**config.mk**
```make
export PLATFORM = sky130hd
export DESIGN_NAME = satlu_way_cmp
export DESIGN_NICKNAME = d
export VERILOG_FILES = /design/src/rtl/satlu_pkg.sv /design/src/rtl/satlu_way_cmp.sv
export SDC_FILE = /design/constraint.sdc
export NUM_CORES = 1
export LEC_CHECK = 0
export ABC_AREA = 1
export BUFFER_PORTS_ARGS = -buffer_cell sky130_fd_sc_hd__buf_4
export CORE_MARGIN = 2
export CORE_UTILIZATION = 40
export DETAILED_ROUTE_END_ITERATION = 7
export MAX_ROUTING_LAYER = met4
export PLACE_DENSITY = 0.89
export SYNTH_ARGS = -nofsm -noshare
export SYNTH_HDL_FRONTEND = slang
export SYNTH_SLANG_ARGS = --single-unit
```
**constraint.sdc**
```tcl
create_clock -name vclk -period 2.95
set_input_delay 0.59 -clock vclk [all_inputs]
set_output_delay 0.59 -clock vclk [all_outputs]
set_load 0.01 [all_outputs]
```
**src/rtl/satlu_pkg.sv**
```systemverilog
package satlu_pkg;

  // Fixed field widths of the lookup channel.
  localparam int unsigned ADDR_W     = 32;
  localparam int unsigned TAG_W      = 32;
  localparam int unsigned STAMP_W    = 32;
  localparam int unsigned WAY_OUT_W  = 2;
  localparam int unsigned CFG_IDX_W  = 2;
  localparam int unsigned CFG_DATA_W = 5;

  // Configuration register map.
  typedef enum logic [CFG_IDX_W-1:0] {
    CFG_OFFSET_BITS = 2'd0,
    CFG_SET_BITS    = 2'd1,
    CFG_WAYS_IN_USE = 2'd2,
    CFG_FIFO_MODE   = 2'd3
  } cfg_reg_e;

  localparam logic [4:0] OFFSET_BITS_RST = 5'd4;
  localparam logic [2:0] SET_BITS_RST    = 3'd6;
  localparam logic [2:0] WAYS_RST        = 3'd4;
  localparam logic       FIFO_MODE_RST   = 1'b0;

  // Outcome of comparing one stored way against the lookup.
  typedef struct packed {
    logic match;   // valid way holding the lookup tag
    logic empty;   // way not yet filled
    logic older;   // stamp below the best seen so far, or first way
  } cmp_res_t;

  // Write strobes into the line store.
  typedef struct packed {
    logic tag_we;
    logic stamp_we;
    logic valid_set;
  } store_wr_t;

endpackage

```
**src/rtl/satlu_way_cmp.sv**
```systemverilog
module satlu_way_cmp (
  input  logic                          ent_valid_i,
  input  logic [satlu_pkg::TAG_W-1:0]   ent_tag_i,
  input  logic [satlu_pkg::STAMP_W-1:0] ent_stamp_i,
  input  logic [satlu_pkg::TAG_W-1:0]   look_tag_i,
  input  logic [satlu_pkg::STAMP_W-1:0] best_stamp_i,
  input  logic                          first_i,
  output satlu_pkg::cmp_res_t           res_o
);
  import satlu_pkg::*;

  // Strict compare keeps the lowest way on equal stamps.
  always_comb begin
    res_o.match = ent_valid_i && (ent_tag_i == look_tag_i);
    res_o.empty = !ent_valid_i;
    res_o.older = first_i || (ent_stamp_i < best_stamp_i);
  end

endmodule

```
==> results of run 1 <==
==> final cells by class <==
cell class	count	share of cell area, %
inverter	66	10.5
tap	44	2.34
timing repair buffer	133	42.4
multi-input combinational	168	44.8
==> stage by stage <==
step,util [%],instances
after detailed placement,76.5,411
after global routing,76.5,411
after CTS,76.5,411
after global placement,76.5,411
after floorplan,-,234
final,76.5,411
==> layer usage <==
| metal | GRT usage, % | up-vias | share of wire (%) |
|---|---|---|---|
| li1 | - | 1007 | - |
| met1 | 21.4 | 757 | 37 |
| met2 | 44.8 | 83 | 53 |
| met3 | 2.31 | 6 | 8.7 |
| met4 | 4.04 | 0 | 1.7 |
| met5 | - | - | 0 |
==> worst min-delay path, delay by kind of cell <==
kind                   cells  cell delay (ns)
buffers and inverters      3             0.26
==> cells in the mapped netlist (all sizes together) <==
library cell  number
nor3               3
nand3              3
nor4               2
a21oi             17
a22o               3
xor2               5
o21ai             10
ha                31
nand2             59
a221oi             1
inv               66
nor2              19
o22ai              9
nand4              2
or2                2
o211ai             1
o21a               1
==> power by group <==
group	internal (mW)	switching (mW)	leakage [nW]
registers	0	0	0
logic	0.175	0.110	1.51
clock network	0	0	0
total	0.175	0.110	1.51
==> cell families after synthesis <==
family | count (synthesis)
AOI/OAI and AO/OA | 42
xor gates and xnor gates | 5
adders and majority gates | 31
buffers and inverters | 66
and+or+nand+nor | 90
==> worst paths after layout <==
check | startpoint | endpoint | depth (start not counted)
worst min-delay path | ent_valid_i | res_o[1] | 3
worst max-delay path | ent_stamp_i[5] | res_o[0] | 12
==> results by stage, run 1 <==
Outcome:
- The flow ran to the end, and the final reports show no timing, DRC or antenna violations.

Power and ir drop:
- VDD sags by at most 67.9 µV.
- Overall power consumption after layout is estimated at 0.285 mW.
- The analysis attributes to cell leakage a power of 1.51 nW.
- The power density normalized to cell area is 121 nW/µm².

Cells and area:
- Summing all multi-input logic gate instances after layout gives 1050 µm².
- In the layout the commonest cells are sky130_fd_sc_hd__buf_4 (133), sky130_fd_sc_hd__inv_1 (66), sky130_fd_sc_hd__nand2_1 (59).
- After filler insertion, the fill cell instance count of the layout stands at 250.
- The layout overhead on the synthesized area is 80.9%.
- The share of cells above drive strength 1 is 36.8%.
- The net count of the finished layout is 530.
- The area of all placed cells without fillers is 2360 µm².
- The total number of sequential cells is 0.
- Counting the clock-network buffers in the layout gives 0.
- The flip-flop and latch area is 0 µm².
- The diode insertion count for antenna repair is 0.
- The most frequent standard cell in the layout excluding fill and tap cells is sky130_fd_sc_hd__buf_4.

Synthesis:
- Yosys mapped the design onto 18 distinct sky130hd cell types.
- The adder-cell area share of the yosys netlist is 29.8%.
- The cell area that synthesis handed to floorplanning was 1300 µm².
- The biggest area contributor in the post-synthesis netlist is sky130_fd_sc_hd__ha_1.
- Yosys attributes the largest share of cell area to sky130_fd_sc_hd__ha_1 (30%), sky130_fd_sc_hd__inv_1 (19%), sky130_fd_sc_hd__nand2_1 (17%).
- The area fraction in and, or, nand and nor cells after synthesis is 28.8%.
- The dominant combinational cell family by area after synthesis is adder cells.
- The area fraction in compound gates after synthesis is 19.0%.
- The multiplexer share of the synthesized area is 0%.
- Sequential cells were found to cover 0% of the synthesized design area.
- Counting every instance in the synthesized netlist gives 234.
- After Yosys synthesis, XOR and XNOR cells account for 3.36% of the synthesized area.
- The proportion of netlist area held by the largest area contributor is 29.8%.
- The number of nets handed over by synthesis was 395.
- The Yosys step of the flow raised 0 warnings.
- Dividing the synthesized area by the synthesized cell count gives 5.57 µm².

Route:
- The count of routing violations after the opening detailed-route iteration is 50.
- For this block, the routed nets add up to 3.92 mm of wire.
- The mean routed wirelength per cell is 9.54 µm.
- The number of detailed-route iterations in the first pass is 4.
- The final route contains 1853 vias.
- The remaining routing DRC violations is 0.
- The detail route stage leaves a number of antenna-violating nets equal to 0.
- The via density per instance is 4.51.

Die:
- The number of top-level pins is 133.
- The die is 61.1 µm tall.
- The number of placement rows is 20.
- Once the floorplan was initialized, standard cells occupied 42.3% of the core.
- The width of the die is 61.1 µm.
- The core footprint is 3080 µm².
- The overall die area is 3730 µm².

Timing:
- Measured against its own limit, the worst slew margin works out to 79.6%.
- For the finished layout, the period the worst path requires is 2.34 ns.
- The transition at the pin with the smallest max-transition slack is 0.304 ns.
- The total count of max-transition violations in the final report came to 0.
- The number of hold violations in the final report is 0.
- The summed negative setup slack over all endpoints is 0 ns.
- Based on the critical path, the design can be clocked at up to 427 MHz.
- Setup repair after global routing left no endpoint under its margin.
- The post-route worst hold slack is 1.44 ns.
- Setup violations remaining at the end of the flow were counted as 0.
- The fraction of the cycle the final worst path needs is 79.4%.
- The final worst slack is 0.608 ns.

Setup path:
- The total buffers and inverters traversed by the critical path is 2.
- The most common cell type on the critical path is sky130_fd_sc_hd__nand2_1.
- For this design, the slowest cell found on the critical path is sky130_fd_sc_hd__ha_1.
- Traced cell by cell, the critical path runs through buf_4 -> ha_1 -> a21oi_1 -> nor2_1 -> nor3_1 -> nand2_1 -> nand2_1 -> nand2_1 -> nand2_1 -> nand2_1 -> nand2_1 -> buf_4.
- In this run the worst path has a maximum fanout of 2.
- The launching element type of the critical path is a primary input.
- The highest cell delay on the worst timing path is 0.29 ns.
- The kind of critical path is primary input to primary output.
- The sort of element at the end of the critical path is a primary output.
- The arrival time of data at the critical path endpoint is 1.75 ns.
- At the worst endpoint, the required time is 2.36 ns.
- The kind of cell with the highest combined delay along the critical path is simple AND/OR/NAND/NOR gates.

Global routing:
- In the global route stage, overall resource usage came out at 21.7%.
- The via count of the first global-routing pass is 1822.
- The largest net degree at the start of global routing is 3.
- The leftover overflow at the end of global routing is 0.
- The initial antenna violation count came to 0.
- The first global-routing pass estimated 6.33 mm of wire.

Clocking:
- After clock tree synthesis, the repair step resized 0 gates.
- The number of buffers added to fix hold violations after cts is 0.
- Post-CTS timing repair inserted 0 buffers for setup.

Placement:
- The placed wire-length estimate is 3.74 mm.
- At the end of routability-driven placement, the weighted congestion stood at 0.855.
- The count of buffers added on input and output ports is 133.
- The total cell area at the placement stage is 2360 µm².
- The worst setup timing slack at the placement stage is 0.590 ns.

Worst hold path:
- The worst min-delay path category is primary input to primary output.

Job:
- Max-cap violations in this run came to 0.
No activity file was read; power rests on OpenSTA's default activity.
==> run 2: changes to the inputs <==
--- a/config.mk
+++ b/config.mk
@@ -8,10 +8,10 @@
 export ABC_AREA = 1
 export BUFFER_PORTS_ARGS = -buffer_cell sky130_fd_sc_hd__buf_4
 export CORE_MARGIN = 2
-export CORE_UTILIZATION = 40
+export CORE_UTILIZATION = 38
 export DETAILED_ROUTE_END_ITERATION = 7
 export MAX_ROUTING_LAYER = met4
-export PLACE_DENSITY = 0.89
+export PLACE_DENSITY = 0.85
 export SYNTH_ARGS = -nofsm -noshare
 export SYNTH_HDL_FRONTEND = slang
 export SYNTH_SLANG_ARGS = --single-unit
==> constraint.sdc (replaced) <==
create_clock -name vclk -period 2.4
set_input_delay 0.48 -clock vclk [all_inputs]
set_output_delay 0.48 -clock vclk [all_outputs]
set_load 0.01 [all_outputs]
==> results by stage, run 2 (synthesis results as in run 1) <==
Timing:
- The smallest clock period supported by the final layout is computed as 2.14 ns.
- Setup repair after global routing left no endpoint under its margin.
- For the final routed database, the setup TNS stands at 0 ns.
- The transition at the pin with the smallest max-transition slack is 0.279 ns.
- Measured against its own limit, the worst slew margin works out to 81.3%.
- The final worst slack is 0.264 ns.
- Dividing the final minimum period by the clock period gives 89.0%.
- The number of hold violations in the final report is 0.
- The upper clock frequency limit is 468 MHz.
- The number of endpoints failing setup at the final stage is 0.
- The total count of max-transition violations in the final report is 0.

Cells and area:
- The layout filler cell count is 315.
- Registers take 0 µm².
- In the finished design the tool counted flip-flops and latches totalling 0.
- The multi-input combinational cell area is 1050 µm².
- The share of cells above drive strength 1 is 36.8%.
- Cells fill 71.2% of the core in the end.
- 0 antenna diodes ended up in the layout.
- In the final design database the tool counted 530 nets.
- Leaving out fill and tap cells, the most frequent cell in the layout is sky130_fd_sc_hd__buf_4.
- The number of cells in the finished layout apart from fillers is 413.
- The number of clock buffers in the layout is 0.
- The area growth from synthesis to layout is 81.1%.
- In the layout the commonest cells are sky130_fd_sc_hd__buf_4 (133), sky130_fd_sc_hd__inv_1 (66), sky130_fd_sc_hd__nand2_1 (59).

Clocking:
- The number of buffers added to fix hold violations after cts is 0.
- Post-CTS repair changed the size of 0 cells.
- Once the clock tree was built, the setup fixing pass inserted 0 buffers.

Power and ir drop:
- The leakage dissipation is 1.51 nW.
- Summed over all nets, the switching power comes to 0.137 mW.
- Net switching is 38.9% of the power.
- The internal portion of the total power is 0.215 mW.
- The clock network is responsible for 0% of the overall power.
- Sequential cells burn 0% of the power.
- The power density normalized to cell area is 149 nW/µm².
- VDD sags by at most 80.9 µV.
- In this run, the combinational gates consume 100.0% of the power.

Die:
- The starting density of the core is 39.3%.
- The number of top-level pins is 133.
- The overall die area is 3910 µm².
- The number of placement rows is 21.
- The width of the die is 62.5 µm.
- The die span in y is 62.5 µm.
- The core footprint is 3310 µm².

Setup path:
- The top fanout value on the critical path is 2.
- In this run the worst setup path terminates at res_o[0].
- The worst setup path is captured at a primary output.
- The launching element type of the critical path is a primary input.
- STA puts the critical path data required time at 1.92 ns.
- The arrival time of data at the critical path endpoint is 1.66 ns.
- The kind of critical path is primary input to primary output.
- The most critical setup path has its startpoint at ent_stamp_i[15].

Placement:
- In this run the tool buffered the top-level ports with 133 buffer cells.
- The number of placed cells counting well taps is 413.
- At the end of routability-driven placement, the weighted congestion stood at 0.769.
- The worst setup timing slack at the placement stage is 0.271 ns.
- Summed over all nets, the half-perimeter wirelength after detailed placement is 3.82 mm.

Route:
- The via density per instance is 4.55.
- In this run the remaining antenna-violating nets after routing total 0.
- The routed wire length is 3.97 mm.
- Dividing the detail-routed wire length by the instance count gives 9.61 µm.
- The count of routing violations after the opening detailed-route iteration is 35.
- The final route contains 1879 vias.
- The number of detailed-route iterations in the first pass is 4.
- In the routed design, unresolved DRC markers number 0.

Global routing:
- For this run the aggregate overflow at the end of global routing stands at 0.
- Global routing used 21.1% of the available tracks.
- The first global-routing pass estimated 6.97 mm of wire.
- The via count of the first global-routing pass came to 1870.
- The largest net degree at the start of global routing is 3.
- The initial antenna violation count is 0.

Job:
- Across the run, the number of max-cap violations was 0.

Outcome:
- The flow ran to the end, and the final reports show no timing, DRC or antenna violations.

Worst hold path:
- In this run the worst hold path is classified as primary input to primary output.
run 2: how the worst min path moves through the flow:
stage	startpoint	endpoint	slack [ns]	cells after the start
2_1_floorplan	ent_valid_i	res_o[1]	1.01	1
3_3_place_gp	ent_valid_i	res_o[1]	1.21	3
3_5_place_dp	ent_valid_i	res_o[1]	1.21	3
4_1_cts	ent_valid_i	res_o[1]	1.21	3
5_1_grt	ent_valid_i	res_o[1]	1.23	3
6_report	ent_valid_i	res_o[1]	1.21	3
run 2: metal layers:
layer	vias to the layer above	share of wire [%]	global-route usage (%)
met4	0	1.2	1.94
li1	1005	-	-
met1	792	37	21.1
met2	78	54	43.5
met3	4	7.9	3.24
met5	-	0	-
run 2: cell type report:
type	count	share of cell area, %
multi-input combinational	168	44.7
tap	46	2.44
timing repair buffer	133	42.3
inverter	66	10.5
run 2: power by group through the flow:
stage,Combinational [mW],Sequential [mW],Clock [mW]
3_5_place_dp,0.355,0,0
5_1_grt,0.404,0,0
6_report,0.352,0,0
4_1_cts,0.356,0,0
3_3_place_gp,0.344,0,0
2_1_floorplan,0.153,0,0
run 2: worst max-delay path: stages:
cell,delay [ns]
sky130_fd_sc_hd__buf_4,0.11
sky130_fd_sc_hd__ha_1,0.31
sky130_fd_sc_hd__nand2_1,0.07
sky130_fd_sc_hd__inv_1,0.06
sky130_fd_sc_hd__nand3_1,0.08
sky130_fd_sc_hd__nor3_1,0.13
sky130_fd_sc_hd__nand2_1,0.07
sky130_fd_sc_hd__nand2_1,0.05
sky130_fd_sc_hd__nand2_1,0.04
sky130_fd_sc_hd__nand2_1,0.07
sky130_fd_sc_hd__nand2_1,0.05
sky130_fd_sc_hd__buf_4,0.13
run 2: per-stage QoR:
step	area (µm²)	hold slack [ns]	power, mW
floorplan	1300	1.01	0.153
global placement	2360	1.21	0.344
detailed placement	2360	1.21	0.355
CTS	2360	1.21	0.356
global route	2360	1.23	0.404
finish	2360	1.21	0.352
==> run 3: changes to the inputs <==
==> constraint.sdc (replaced) <==
create_clock -name vclk -period 2.1
set_input_delay 0.42 -clock vclk [all_inputs]
set_output_delay 0.42 -clock vclk [all_outputs]
set_load 0.01 [all_outputs]
==> results by stage, run 3 (synthesis results as in run 1) <==
Global routing:
- The largest net degree at the start of global routing is 3.
- The first global-routing pass estimated 6.97 mm of wire.
- The initial antenna violation count is 0.
- The global-route total usage across every layer is 21.1%.
- The leftover overflow at the end of global routing is 0.
- The via count of the first global-routing pass came to 1870.

Power and ir drop:
- IR analysis of the VDD net gives a maximum drop of 94.7 µV.
- Of the total power, the clock network draws 0%.
- Power spread over the standard cell area amounts to 172 nW/µm².
- The analysis attributes to cell leakage a power of 1.52 nW.
- The internal portion of total power is 0.251 mW.
- The switching portion of total power is 39.0%.
- Combinational logic is responsible for 100.0% of the overall power.
- The share of total power dissipated in sequential elements is 0%.
- The net switching power is 0.160 mW.

Route:
- The remaining antenna violation count is 0.
- The routed design has 4.03 mm of wire.
- The first TritonRoute pass finished after 4 iterations.
- The total vias in the final route is 1881.
- Using the TritonRoute via totals, the vias-per-cell ratio works out to 4.55.
- The count of routing violations after the opening detailed-route iteration is 44.
- For this run, design rule violations remaining after detail routing come to 0.
- After detailed routing, the average wire length per cell comes to 9.77 µm.

Die:
- The region available for standard cell placement spans 3310 µm².
- The number of top-level pins is 133.
- The overall die area is 3910 µm².
- The width of the die is 62.5 µm.
- For this configuration, the core starts out at a cell density of 39.3%.
- The floorplan has 21 rows.
- The die span in y is 62.5 µm.

Cells and area:
- There are 0 flip-flops and latches.
- The diode insertion count for antenna repair is 0.
- The layout overhead on the synthesized area is 83.9%.
- In the layout the commonest cells are sky130_fd_sc_hd__buf_4 (131), sky130_fd_sc_hd__inv_1 (65), sky130_fd_sc_hd__nand2_1 (59).
- The number of clock buffers in the layout is 0.
- The multi-input combinational cell area is 1080 µm².
- The most frequent standard cell in the layout excluding fill and tap cells is sky130_fd_sc_hd__buf_4.
- In the final layout, the share of cells above drive strength 1 is 37.9%.
- The area of all placed cells without fillers is 2390 µm².
- Summing all flip-flop and latch instances after layout gives 0 µm².
- In the final design database the tool counted 530 nets.
- After filler insertion, the fill cell instance count of the layout stands at 309.

Timing:
- Dividing the final minimum period by the clock period gives 96.4%.
- Across all hold checks on the routed design, the worst slack comes to 1.09 ns.
- Setup repair after global routing could not meet its margin everywhere.
- The transition at the pin with the smallest max-transition slack is 0.279 ns.
- The total count of max-transition violations in the final report is 0.
- The number of hold violations in the final report came to 0.
- The post-layout minimum cycle time is 2.02 ns.
- Setup violations remaining at the end of the flow were counted as 0.
- Measured against its own limit, the worst slew margin works out to 81.3%.
- The upper clock frequency limit is 494 MHz.

Placement:
- At the end of routability-driven placement, the weighted congestion stood at 0.769.
- During placement, the flow inserted port buffers numbering 133.
- The placed wire-length estimate is 3.82 mm.
- The total cell area at the placement stage is 2360 µm².

Setup path:
- The total buffers and inverters traversed by the critical path is 2.
- The sort of element at the end of the critical path is a primary output.
- For this run, the slowest stage of the critical path takes 0.30 ns.
- The worst endpoint required time is 1.68 ns.
- The top fanout value on the critical path is 2.
- The kind of critical path is primary input to primary output.
- For this design, the slowest cell found on the critical path is sky130_fd_sc_hd__ha_1.
- Data on the critical path arrives at its endpoint at 1.60 ns.
- The critical path runs through a total of 10 cells.
- The launching element type of the critical path is a primary input.
- In this design, the largest share of critical-path delay is due to simple AND/OR/NAND/NOR gates.
- The signal on the critical path passes through buf_4 -> ha_1 -> a21oi_1 -> nor2_1 -> nor2_1 -> nand3_1 -> a21oi_1 -> nand2_1 -> nand2_1 -> buf_6.

Job:
- The number of max-capacitance violations reported is 0.

Worst hold path:
- The count of cells along the worst hold path is 3.
- The path class of the tightest hold or removal check is primary input to primary output.

Outcome:
- The run finished with clean final reports.
==> run 3: stage by stage <==
stage / power (mW) / utilization, % / cells / TNS (ns) / setup WS (ns)
6_report: 0.412 / 72.3 / 413 / 0 / 0.0762
5_1_grt: 0.472 / 72.3 / 413 / -0.0504 / -0.0504
4_1_cts: 0.407 / 71.2 / 413 / 0 / 0.0819
3_5_place_dp: 0.405 / 71.2 / 413 / 0 / 0.0907
3_3_place_gp: 0.393 / 71.2 / 413 / 0 / 0.0920
2_1_floorplan: 0.175 / - / 234 / 0 / 0.358
==> run 3: path summary, 6_finish.rpt <==
path,startpoint,end,slack (ns)
hold / removal,ent_valid_i,res_o[1],1.09
setup / recovery,ent_stamp_i[21],res_o[0],0.08
==> run 3: per-layer routing <==
| metal | global-route usage [%] | up-vias | routed length (µm) |
|---|---|---|---|
| met2 | 43.5 | 82 | 2190 |
| li1 | - | 1006 | - |
| met5 | - | - | 0 |
| met4 | 1.94 | 0 | 46 |
| met1 | 21.1 | 789 | 1470 |
| met3 | 3.24 | 4 | 320 |
==> run 3: area by class of cell <==
type	count	share of cell area [%]
Multi-Input combinational cell	168	45.2
Inverter	66	10.3
Tap cell	46	2.40
Timing Repair Buffer	133	42.0
==> run 3: power groups by stage <==
stage	combinational [mW]	sequential [mW]	clock [mW]
after floorplan	0.175	0	0
after global placement	0.393	0	0
after detailed placement	0.405	0	0
after CTS	0.407	0	0
after global routing	0.472	0	0
final	0.412	0	0
==> run 3: what timing repair did <==
action,in CTS,in global routing
gates resized for setup,0,6
hold buffers,0,0
setup endpoints to repair,0,1
buffers inserted,0,0
